`config.mk`:
```
export PLATFORM = sky130hd
export DESIGN_NAME = sorted_timer_queue
export DESIGN_NICKNAME = d
export VERILOG_FILES = /design/src/hdl/stq_pkg.sv /design/src/hdl/stq_front.sv /design/src/hdl/stq_fifo.sv /design/src/hdl/stq_back.sv /design/src/hdl/sorted_timer_queue.sv
export SDC_FILE = /design/constraint.sdc
export NUM_CORES = 2
export LEC_CHECK = 0
export BUFFER_PORTS_ARGS = -buffer_cell sky130_fd_sc_hd__buf_2
export CAP_MARGIN = 10
export CORE_MARGIN = 4
export CORE_UTILIZATION = 53
export DETAILED_ROUTE_END_ITERATION = 16
export PLACE_DENSITY = 0.76
export RECOVER_POWER = 25
export SLEW_MARGIN = 20
export SYNTH_ARGS = -nofsm -noshare
export SYNTH_HDL_FRONTEND = slang
export SYNTH_SLANG_ARGS = --single-unit
export TNS_END_PERCENT = 50
```
`constraint.sdc`:
```
create_clock -name clk_i -period 6.4 [get_ports clk_i]
set_input_delay 0 -clock clk_i [delete_from_list [all_inputs] [get_ports clk_i]]
set_output_delay 0 -clock clk_i [all_outputs]
set_load 0.01 [all_outputs]
```
`src/hdl/stq_pkg.sv`:
```
package stq_pkg;

  // input item kinds
  typedef enum logic [1:0] {
    KIND_TICK  = 2'd0,
    KIND_ARM   = 2'd1,
    KIND_QUERY = 2'd2,
    KIND_NOP   = 2'd3
  } kind_e;

  // result kinds
  typedef enum logic [2:0] {
    RK_EXPIRED = 3'd0,
    RK_NONE    = 3'd1,
    RK_ARMED   = 3'd2,
    RK_REFUSED = 3'd3,
    RK_QUERY   = 3'd4
  } rkind_e;

  // back-end sequencer states
  typedef enum logic [1:0] {
    ST_IDLE,
    ST_TICK,
    ST_REBASE,
    ST_INSERT
  } state_e;

  localparam int unsigned FIFO_DEPTH = 2;

  // classified command from the front end
  typedef struct packed {
    kind_e       kind;
    logic        slot_ok;
    logic [3:0]  slot;
    logic [31:0] delay;
    logic [7:0]  owner;
    logic        cb;
    logic [31:0] qv;
  } cmd_t;

  // one result item
  typedef struct packed {
    rkind_e     kind;
    logic [3:0] slot;
    logic [7:0] owner;
    logic       wake;
    logic       sw;
    logic       reached;
    logic       last;
  } res_t;

endpackage

```
`src/hdl/stq_front.sv`:
```
module stq_front import stq_pkg::*; #(
  parameter int unsigned NUM_TIMERS = 16
) (
  input  logic        s_tvalid_i,
  output logic        s_tready_o,
  input  logic [79:0] s_tdata_i,
  input  logic [1:0]  s_tuser_i,
  input  logic        fifo_full_i,
  output logic        push_o,
  output cmd_t        cmd_o
);

  logic [11:0] slot_ext;

  // unpack and classify
  always_comb begin
    cmd_o.kind  = kind_e'(s_tuser_i);
    cmd_o.slot  = s_tdata_i[3:0];
    cmd_o.delay = s_tdata_i[35:4];
    cmd_o.owner = s_tdata_i[43:36];
    cmd_o.cb    = s_tdata_i[44];
    cmd_o.qv    = s_tdata_i[76:45];
    slot_ext    = {8'b0, s_tdata_i[3:0]};
    cmd_o.slot_ok = (slot_ext < 12'(NUM_TIMERS));
  end

  // a no-op transfer is taken and dropped
  assign s_tready_o = !fifo_full_i;
  assign push_o     = s_tvalid_i && !fifo_full_i && (cmd_o.kind != KIND_NOP);

endmodule

```
`src/hdl/stq_fifo.sv`:
```
module stq_fifo import stq_pkg::*; (
  input  logic clk_i,
  input  logic rst_ni,
  input  logic push_i,
  input  cmd_t data_i,
  output logic full_o,
  input  logic pop_i,
  output logic empty_o,
  output cmd_t data_o
);

  localparam int unsigned AW = (FIFO_DEPTH > 1) ? $clog2(FIFO_DEPTH) : 1;
  localparam int unsigned CW = $clog2(FIFO_DEPTH + 1);

  cmd_t          mem_q [FIFO_DEPTH];
  logic [AW-1:0] wr_q, wr_d, rd_q, rd_d;
  logic [CW-1:0] cnt_q, cnt_d;

  assign full_o  = (cnt_q == CW'(FIFO_DEPTH));
  assign empty_o = (cnt_q == '0);
  assign data_o  = mem_q[rd_q];

  // pointer and fill updates
  always_comb begin
    wr_d  = wr_q;
    rd_d  = rd_q;
    cnt_d = cnt_q;
    if (push_i) begin
      wr_d = (wr_q == AW'(FIFO_DEPTH - 1)) ? '0 : wr_q + 1'b1;
    end
    if (pop_i) begin
      rd_d = (rd_q == AW'(FIFO_DEPTH - 1)) ? '0 : rd_q + 1'b1;
    end
    if (push_i && !pop_i) begin
      cnt_d = cnt_q + 1'b1;
    end else if (!push_i && pop_i) begin
      cnt_d = cnt_q - 1'b1;
    end
  end

  always_ff @(posedge clk_i or negedge rst_ni) begin
    if (!rst_ni) begin
      wr_q  <= '0;
      rd_q  <= '0;
      cnt_q <= '0;
    end else begin
      wr_q  <= wr_d;
      rd_q  <= rd_d;
      cnt_q <= cnt_d;
    end
  end

  always_ff @(posedge clk_i) begin
    if (push_i) begin
      mem_q[wr_q] <= data_i;
    end
  end

endmodule

```
`src/hdl/stq_back.sv`:
```
module stq_back import stq_pkg::*; #(
  parameter int unsigned NUM_TIMERS = 16,
  parameter int unsigned OWNER_BITS = 8
) (
  input  logic clk_i,
  input  logic rst_ni,
  input  logic empty_i,
  input  cmd_t cmd_i,
  output logic pop_o,
  output logic m_valid_o,
  input  logic m_ready_i,
  output res_t res_o
);

  localparam int unsigned N  = NUM_TIMERS;
  localparam int unsigned SW = (N > 1) ? $clog2(N) : 1;

  // sorted cell row, cell 0 holds the earliest deadline
  logic [N-1:0]          valid_q, valid_d;
  logic [31:0]           dl_q   [N];
  logic [31:0]           dl_d   [N];
  logic [SW-1:0]         cs_q   [N];
  logic [SW-1:0]         cs_d   [N];
  logic [OWNER_BITS-1:0] co_q   [N];
  logic [OWNER_BITS-1:0] co_d   [N];
  logic [N-1:0]          cb_q, cb_d;
  logic [N-1:0]          less;

  logic [N-1:0]          busy_q, busy_d;
  logic [31:0]           cnt_q, cnt_d;
  state_e                state_q, state_d;

  // latched arm request
  logic [31:0]           ndl_q, ndl_d;
  logic [SW-1:0]         aslot_q, aslot_d;
  logic [OWNER_BITS-1:0] aown_q, aown_d;
  logic                  acb_q, acb_d;

  logic                  ovalid_q, ovalid_d;
  res_t                  out_q, res_d;

  logic                  can_emit, emit;
  logic                  pop_head, do_rebase, do_insert;
  logic                  hd_exp, nx_exp, refused, full;
  logic [11:0]           slot_ext;
  logic [SW-1:0]         cmd_idx;
  logic [32:0]           sum;
  logic [39:0]           own_ext;
  logic [OWNER_BITS+7:0] hd_own_ext;
  logic [SW+3:0]         hd_slot_ext, a_slot_ext;

  assign can_emit = !ovalid_q || m_ready_i;
  assign full     = valid_q[N-1];
  assign hd_exp   = valid_q[0] && (dl_q[0] <= cnt_q);
  assign nx_exp   = valid_q[1] && (dl_q[1] <= cnt_q);

  // width adaptation of slot and owner fields
  assign slot_ext    = {8'b0, cmd_i.slot};
  assign cmd_idx     = slot_ext[SW-1:0];
  assign own_ext     = {32'b0, cmd_i.owner};
  assign hd_own_ext  = {8'b0, co_q[0]};
  assign hd_slot_ext = {4'b0, cs_q[0]};
  assign a_slot_ext  = {4'b0, aslot_q};
  assign sum         = {1'b0, cnt_q} + {1'b0, cmd_i.delay};
  assign refused     = !cmd_i.slot_ok || busy_q[cmd_idx] || full;

  // next state
  always_comb begin
    state_d = state_q;
    unique case (state_q)
      ST_IDLE: begin
        if (!empty_i && can_emit) begin
          if (cmd_i.kind == KIND_TICK) begin
            state_d = ST_TICK;
          end else if (cmd_i.kind == KIND_ARM && !refused) begin
            state_d = sum[32] ? ST_REBASE : ST_INSERT;
          end
        end
      end
      ST_TICK: begin
        if (can_emit && !(hd_exp && nx_exp)) begin
          state_d = ST_IDLE;
        end
      end
      ST_REBASE: state_d = ST_INSERT;
      ST_INSERT: begin
        if (can_emit) begin
          state_d = ST_IDLE;
        end
      end
      default: state_d = ST_IDLE;
    endcase
  end

  // sequencer outputs
  always_comb begin
    pop_o     = 1'b0;
    emit      = 1'b0;
    pop_head  = 1'b0;
    do_rebase = 1'b0;
    do_insert = 1'b0;
    cnt_d     = cnt_q;
    busy_d    = busy_q;
    ndl_d     = ndl_q;
    aslot_d   = aslot_q;
    aown_d    = aown_q;
    acb_d     = acb_q;
    res_d     = '0;
    res_d.last = 1'b1;
    unique case (state_q)
      ST_IDLE: begin
        if (!empty_i && can_emit) begin
          pop_o = 1'b1;
          case (cmd_i.kind)
            KIND_TICK: cnt_d = cnt_q + 32'd1;
            KIND_ARM: begin
              if (refused) begin
                emit       = 1'b1;
                res_d.kind = RK_REFUSED;
                res_d.slot = cmd_i.slot;
              end else begin
                aslot_d = cmd_idx;
                aown_d  = own_ext[OWNER_BITS-1:0];
                acb_d   = cmd_i.cb;
                ndl_d   = sum[32] ? cmd_i.delay : sum[31:0];
              end
            end
            KIND_QUERY: begin
              emit          = 1'b1;
              res_d.kind    = RK_QUERY;
              res_d.reached = (cmd_i.qv <= cnt_q);
            end
            default: ;
          endcase
        end
      end
      ST_TICK: begin
        if (can_emit) begin
          emit     = 1'b1;
          res_d.sw = cnt_q[0];
          if (hd_exp) begin
            pop_head   = 1'b1;
            busy_d[cs_q[0]] = 1'b0;
            res_d.kind  = RK_EXPIRED;
            res_d.slot  = hd_slot_ext[3:0];
            res_d.owner = hd_own_ext[7:0];
            res_d.wake  = !cb_q[0];
            res_d.last  = !nx_exp;
          end else begin
            res_d.kind = RK_NONE;
          end
        end
      end
      ST_REBASE: begin
        do_rebase = 1'b1;
        cnt_d     = '0;
      end
      ST_INSERT: begin
        if (can_emit) begin
          do_insert       = 1'b1;
          busy_d[aslot_q] = 1'b1;
          emit            = 1'b1;
          res_d.kind      = RK_ARMED;
          res_d.slot      = a_slot_ext[3:0];
        end
      end
      default: ;
    endcase
  end

  // per-cell update: pop shifts down, rebase subtracts the count, insert shifts up behind the new deadline's position
  for (genvar i = 0; i < N; i++) begin : g_cell
    logic prev_less;
    assign less[i] = valid_q[i] && (dl_q[i] < ndl_q);
    if (i == 0) begin : g_first
      assign prev_less = 1'b1;
    end else begin : g_rest
      assign prev_less = less[i-1];
    end
    always_comb begin
      valid_d[i] = valid_q[i];
      dl_d[i]    = dl_q[i];
      cs_d[i]    = cs_q[i];
      co_d[i]    = co_q[i];
      cb_d[i]    = cb_q[i];
      if (pop_head) begin
        if (i == N - 1) begin
          valid_d[i] = 1'b0;
        end else begin
          valid_d[i] = valid_q[(i+1)%N];
          dl_d[i]    = dl_q[(i+1)%N];
          cs_d[i]    = cs_q[(i+1)%N];
          co_d[i]    = co_q[(i+1)%N];
          cb_d[i]    = cb_q[(i+1)%N];
        end
      end else if (do_rebase) begin
        dl_d[i] = dl_q[i] - cnt_q;
      end else if (do_insert && !less[i]) begin
        if (prev_less) begin
          valid_d[i] = 1'b1;
          dl_d[i]    = ndl_q;
          cs_d[i]    = aslot_q;
          co_d[i]    = aown_q;
          cb_d[i]    = acb_q;
        end else begin
          valid_d[i] = valid_q[(i+N-1)%N];
          dl_d[i]    = dl_q[(i+N-1)%N];
          cs_d[i]    = cs_q[(i+N-1)%N];
          co_d[i]    = co_q[(i+N-1)%N];
          cb_d[i]    = cb_q[(i+N-1)%N];
        end
      end
    end
  end

  assign ovalid_d = emit ? 1'b1 : (m_ready_i ? 1'b0 : ovalid_q);

  always_ff @(posedge clk_i or negedge rst_ni) begin
    if (!rst_ni) begin
      state_q  <= ST_IDLE;
      valid_q  <= '0;
      busy_q   <= '0;
      cnt_q    <= '0;
      ovalid_q <= 1'b0;
    end else begin
      state_q  <= state_d;
      valid_q  <= valid_d;
      busy_q   <= busy_d;
      cnt_q    <= cnt_d;
      ovalid_q <= ovalid_d;
    end
  end

  always_ff @(posedge clk_i) begin
    dl_q    <= dl_d;
    cs_q    <= cs_d;
    co_q    <= co_d;
    cb_q    <= cb_d;
    ndl_q   <= ndl_d;
    aslot_q <= aslot_d;
    aown_q  <= aown_d;
    acb_q   <= acb_d;
    if (emit) begin
      out_q <= res_d;
    end
  end

  assign m_valid_o = ovalid_q;
  assign res_o     = out_q;

  // busy flags and list entries stay in step
  a_busy_list: assert property (@(posedge clk_i) disable iff (!rst_ni)
    $countones(busy_q) == $countones(valid_q))
    else $error("busy flags disagree with list occupancy");

  // an insert never starts on a full list
  a_insert_room: assert property (@(posedge clk_i) disable iff (!rst_ni)
    state_q == ST_INSERT |-> !full)
    else $error("insert into full list");

  // a final result returns the sequencer to idle
  a_last_idle: assert property (@(posedge clk_i) disable iff (!rst_ni)
    (emit && res_d.last && state_q != ST_IDLE) |=> state_q == ST_IDLE)
    else $error("sequencer not idle after final result");

  // rebase always leads to insert
  a_rebase: assert property (@(posedge clk_i) disable iff (!rst_ni)
    state_q == ST_REBASE |=> (state_q == ST_INSERT && cnt_q == '0))
    else $error("rebase not followed by insert");

endmodule

```
`src/hdl/sorted_timer_queue.sv`:
```
// A query or refused arm has its result registered when the sequencer pops it.
// A tick emits one result per expired timer (or one "none") from ST_TICK.
// An arm goes from ST_IDLE to ST_INSERT, passing ST_REBASE when the deadline
// wraps and the list is rebased. A 2-entry command queue decouples input from the
// list sequencer; throughput is set by the sequencer, which handles one command at
// a time. Reset clears the count, all slots and the queue; no clearing pass is needed.
module sorted_timer_queue import stq_pkg::*; #(
  parameter int unsigned NUM_TIMERS = 16,
  parameter int unsigned OWNER_BITS = 8
) (
  input  logic        clk_i,
  input  logic        rst_ni,
  input  logic        s_axis_tvalid_i,
  output logic        s_axis_tready_o,
  // slot[3:0], delay[35:4], owner_tag[43:36], has_callback[44], query_value[76:45]
  input  logic [79:0] s_axis_tdata_i,
  // kind[1:0]
  input  logic [1:0]  s_axis_tuser_i,
  output logic        m_axis_tvalid_o,
  input  logic        m_axis_tready_i,
  // expired_slot[3:0], expired_owner[11:4], wake_task[12], switch_due[13], reached[14]
  output logic [15:0] m_axis_tdata_o,
  // result_kind[2:0]
  output logic [2:0]  m_axis_tuser_o,
  output logic        m_axis_tlast_o
);

  logic push, full, pop, empty;
  cmd_t cmd_in, cmd_out;
  res_t res;

  stq_front #(.NUM_TIMERS(NUM_TIMERS)) u_front (
    .s_tvalid_i  (s_axis_tvalid_i),
    .s_tready_o  (s_axis_tready_o),
    .s_tdata_i   (s_axis_tdata_i),
    .s_tuser_i   (s_axis_tuser_i),
    .fifo_full_i (full),
    .push_o      (push),
    .cmd_o       (cmd_in)
  );

  stq_fifo u_fifo (
    .clk_i   (clk_i),
    .rst_ni  (rst_ni),
    .push_i  (push),
    .data_i  (cmd_in),
    .full_o  (full),
    .pop_i   (pop),
    .empty_o (empty),
    .data_o  (cmd_out)
  );

  stq_back #(.NUM_TIMERS(NUM_TIMERS), .OWNER_BITS(OWNER_BITS)) u_back (
    .clk_i     (clk_i),
    .rst_ni    (rst_ni),
    .empty_i   (empty),
    .cmd_i     (cmd_out),
    .pop_o     (pop),
    .m_valid_o (m_axis_tvalid_o),
    .m_ready_i (m_axis_tready_i),
    .res_o     (res)
  );

  // result packing
  assign m_axis_tdata_o = {1'b0, res.reached, res.sw, res.wake, res.owner, res.slot};
  assign m_axis_tuser_o = res.kind;
  assign m_axis_tlast_o = res.last;

endmodule

```
==> key figures <==
Min path
  – Worst Hold Depth: 4
  – Min-Delay Path Class: input pin to flop

Floorplan
  – Starting Density: 0.534
  – Core area: 165000 µm²
  – Die Width: 416 µm
  – Height of the die: ~420 µm
  – Row Count: 149
  – Full die area: around 170000 µm²
  – IO Pins: 108

Clock tree
  – Deepest clock path buffer count: 3
  – Post-CTS Hold Fix Bufs: 163
  – Setup Buffers After CTS: 0
  – Post-CTS Resized: 0
  – Number of clock sinks: 1013
  – Root buf cell: clkbuf_16
  – Worst-path clk slew: 0.06 ns
  – CTS buffer count: 118
  – H-Tree Level Count: 3
  – Insertion delay to the later sink of the worst-skew pair: 0.81 ns
  – CTS tree: built

Place
  – HPWL after DPL: 233000 µm
  – Gpl congestion: 1.05
  – Place WS: roughly 0.56 ns
  – Buffers on Ports: approximately 100

Synth
  – Most area-consuming cells after synthesis: edfxtp_1 32%, ha_1 15%, a21oi_1 6.0%
  – Most instantiated cells after synthesis: 1064 x ha_1, 1058 x a21oi_1, 942 x edfxtp_1
  – Top-area cell type share of the netlist area: 0.321
  – Cells after Synth: 9438
  – Number of library cell types mapped by synthesis: 106
  – Post-synth EDFFs: 942
  – Post-synth net total: 10600
  – Compound-Gate Fraction of Synth Area: 0.228
  – Mapped Avg Cell Area: 9.33 µm²
  – YS warnings: 0
  – Largest family of logic cells by synthesized area: compound AO/OA/AOI/OAI gates
  – Asr flop ratio synth: 0.0701
  – Main flop type after synthesis: edfxtp_1
  – Sequential cell area fraction in the yosys report: 0.341
  – Syn Std Cell Area: 88100 µm²
  – Most numerous cell in the Yosys netlist: ha_1
  – Post-Synth XOR/XNOR Area: 0.0460
  – Synth Area in Adders: 0.155
  – Largest area contributor in the netlist: edfxtp_1
  – Seq cells post-synth: 1013
  – Multiplexer share of the synthesized area: 0.0761
  – Post-Synth Simple-Gate Area: 0.122

Cells and area
  – Register area: 30100 µm²
  – Ratio of cells with drive above 1 in the final layout: 0.0705
  – Layout Nets: 10800
  – End-of-flow core utilization: 0.588
  – Layout overhead on the synthesized area: 10.1%
  – Fillers: 13900
  – Multi-input gate area: 55500 µm²

STA
  – Final setup vio count: 0
  – Minimum clock period: 6.19 ns
  – Setup tns final: 0 ns
  – Clock skew: 0.0652 ns
  – Rel. slew slack: -1.63
  – Final hold vios: 0
  – Period Utilization, post-route: 0.967
  – Slew Limit Fails: about 220
  – Achievable Freq: 0.162 GHz
  – Worst-margin pin slew: 3.94 ns
  – Final Worst Setup Slack: approximately 0.21 ns
  – Unrepaired setup endpoints after global routing: false

Drt
  – Initial detailed-routing violation count: 9173
  – WL/cell: roughly 26 µm
  – DRC viols: 0
  – Final wirelength: about 310000 µm
  – First-pass detailed-route iteration total: 6
  – Remaining antenna violation count: 0
  – Via/cell ratio: ~6.7
  – Via count: 79300

Setup path
  – Critical Path, Cell by Cell: inv_1 -> ha_1 -> and3_1 -> nor4b_2 -> nand3_1 -> a211oi_1 -> nor2_1 -> o21ai_0 -> nor3_1 -> nor2_4 -> buf_12 -> buf_4 -> a21oi_1 -> and3_1
  – R2r worst-path depth: 14
  – Buf/Inv on CP: 3
  – WS Path Type: flop to flop
  – Crit-path most repeated cell: and3_1
  – Critical path arrival: 6.69 ns
  – Delay-heaviest family, CP: simple AND/OR/NAND/NOR gates
  – WP depth: 14
  – CP Data Required Time: 6.91 ns
  – Critical-path cell with the highest stage delay: o21ai_0
  – Startpoint types: flop
  – Crit end category: flop
  – Max incr delay on CP: 1.09 ns
  – Critical path peak fanout: 33
  – R2R Setup Slk: around 0.21 ns

Status
  – Violated checks: max-capacitance violations, max-slew violations
  – Status: complete, but fails checks

GRT
  – Largest net degree at the start of global routing: between 150 and 200
  – Total GRT Usage: 0.347
  – Total congestion overflow: 0
  – Antenna violations before repair: 10
  – Vias in the first global route: 78300
  – First-pass GRT wire length: 467000 µm

Flow run
  – Number of max-cap violations: 4
[area by class of cell]
cell class	count	share of cell area
multi-input combinational	7775	0.573
sequential	1013	0.310
timing repair buffer	486	0.0422
clock buffer	156	0.0327
tap	2189	0.0283
inverter	189	0.00732
clock inverter	69	0.00652
antenna	6	0.000155
[kinds of logic (layout without fill, tap and decap cells)]
logic type	after synthesis	count (layout)
compound gates	3250	3250
simple gates	2331	2331
fa+ha+maj	1081	1081
flops	1013	1013
buf+inv	650	900
mux	649	649
xor+xnor	463	463
other cells	1	7
[placed cells by master, fill, tap and decap left out, types with 100 or more instances in the layout]
cell type / n
mux2i_1: 501
o21ai_0: 678
nand3_1: 141
nor3_1: 131
o22ai_1: 121
xnor2_1: 280
nor2_1: 640
nand4_1: 100
inv_1: 176
a21o_1: 416
dlygate4sd3_1: 163
edfxtp_1: 942
nand2_1: 831
xor2_1: 183
clkbuf_16: 118
ha_1: 1064
nand2b_1: 123
mux2_2: 135
nor2b_1: 101
a21oi_1: 1058
o21ai_1: 159
buf_4: 184
[per-stage QoR]
stage | area [µm²] | hold slack [ns] | std cells
after floorplan | 88100 | -0.296 | 9438
after global placement | 91700 | -0.113 | 11500
after detailed placement | 91700 | -0.111 | 11500
after CTS | 97100 | 0.202 | 11900
after global routing | 96900 | 0.237 | 11900
final | 96900 | 0.207 | 11900
[metal layers]
layer / up-vias / global-route usage / wire (µm)
li1: 36200 / - / -
met1: 38000 / 0.451 / 122000
met2: 4235 / 0.566 / 143000
met3: 809 / 0.0538 / 29400
met4: 0 / 0.170 / 16900
met5: - / 0 / 0
[worst reg2reg max path, cell delays in order (launching register included)]
cell and delay, ns:
dfrtp_1 0.40, inv_1 0.56, ha_1 0.36, and3_1 0.24
nor4b_2 0.45, nand3_1 0.32, a211oi_1 0.38, nor2_1 0.08
o21ai_0 1.09, nor3_1 0.39, nor2_4 0.51, buf_12 0.35
buf_4 0.42, a21oi_1 0.14, and3_1 0.20
[flip-flops by register name (all words and copies together), names as in the netlist, 16 cells and up]
register	cells
u_back.busy_q	16
u_back.cb_q	16
u_back.cnt_q	32
u_back.co_q	128
u_back.cs_q	64
u_back.dl_q	512
u_back.ndl_q	32
u_back.res_o	19
u_back.valid_q	16
u_fifo.mem_q	158
[path summary, 6_finish.rpt]
kind	to	startpoint
worst max-delay path	u_back.dl_q[415]	u_back.cnt_q[24]
worst min-delay path	u_fifo.wr_q	s_axis_tvalid_i
worst max register to register	u_back.dl_q[415]	u_back.cnt_q[24]
worst min register to register	u_back.busy_q[14]	u_back.busy_q[14]
max in group asynchronous	u_back.valid_q[3]	rst_ni
min in group asynchronous	u_back.cnt_q[5]	rst_ni
Power is not shown: default switching activity piles up to over one toggle a cycle in this logic, so the estimate is an artifact.
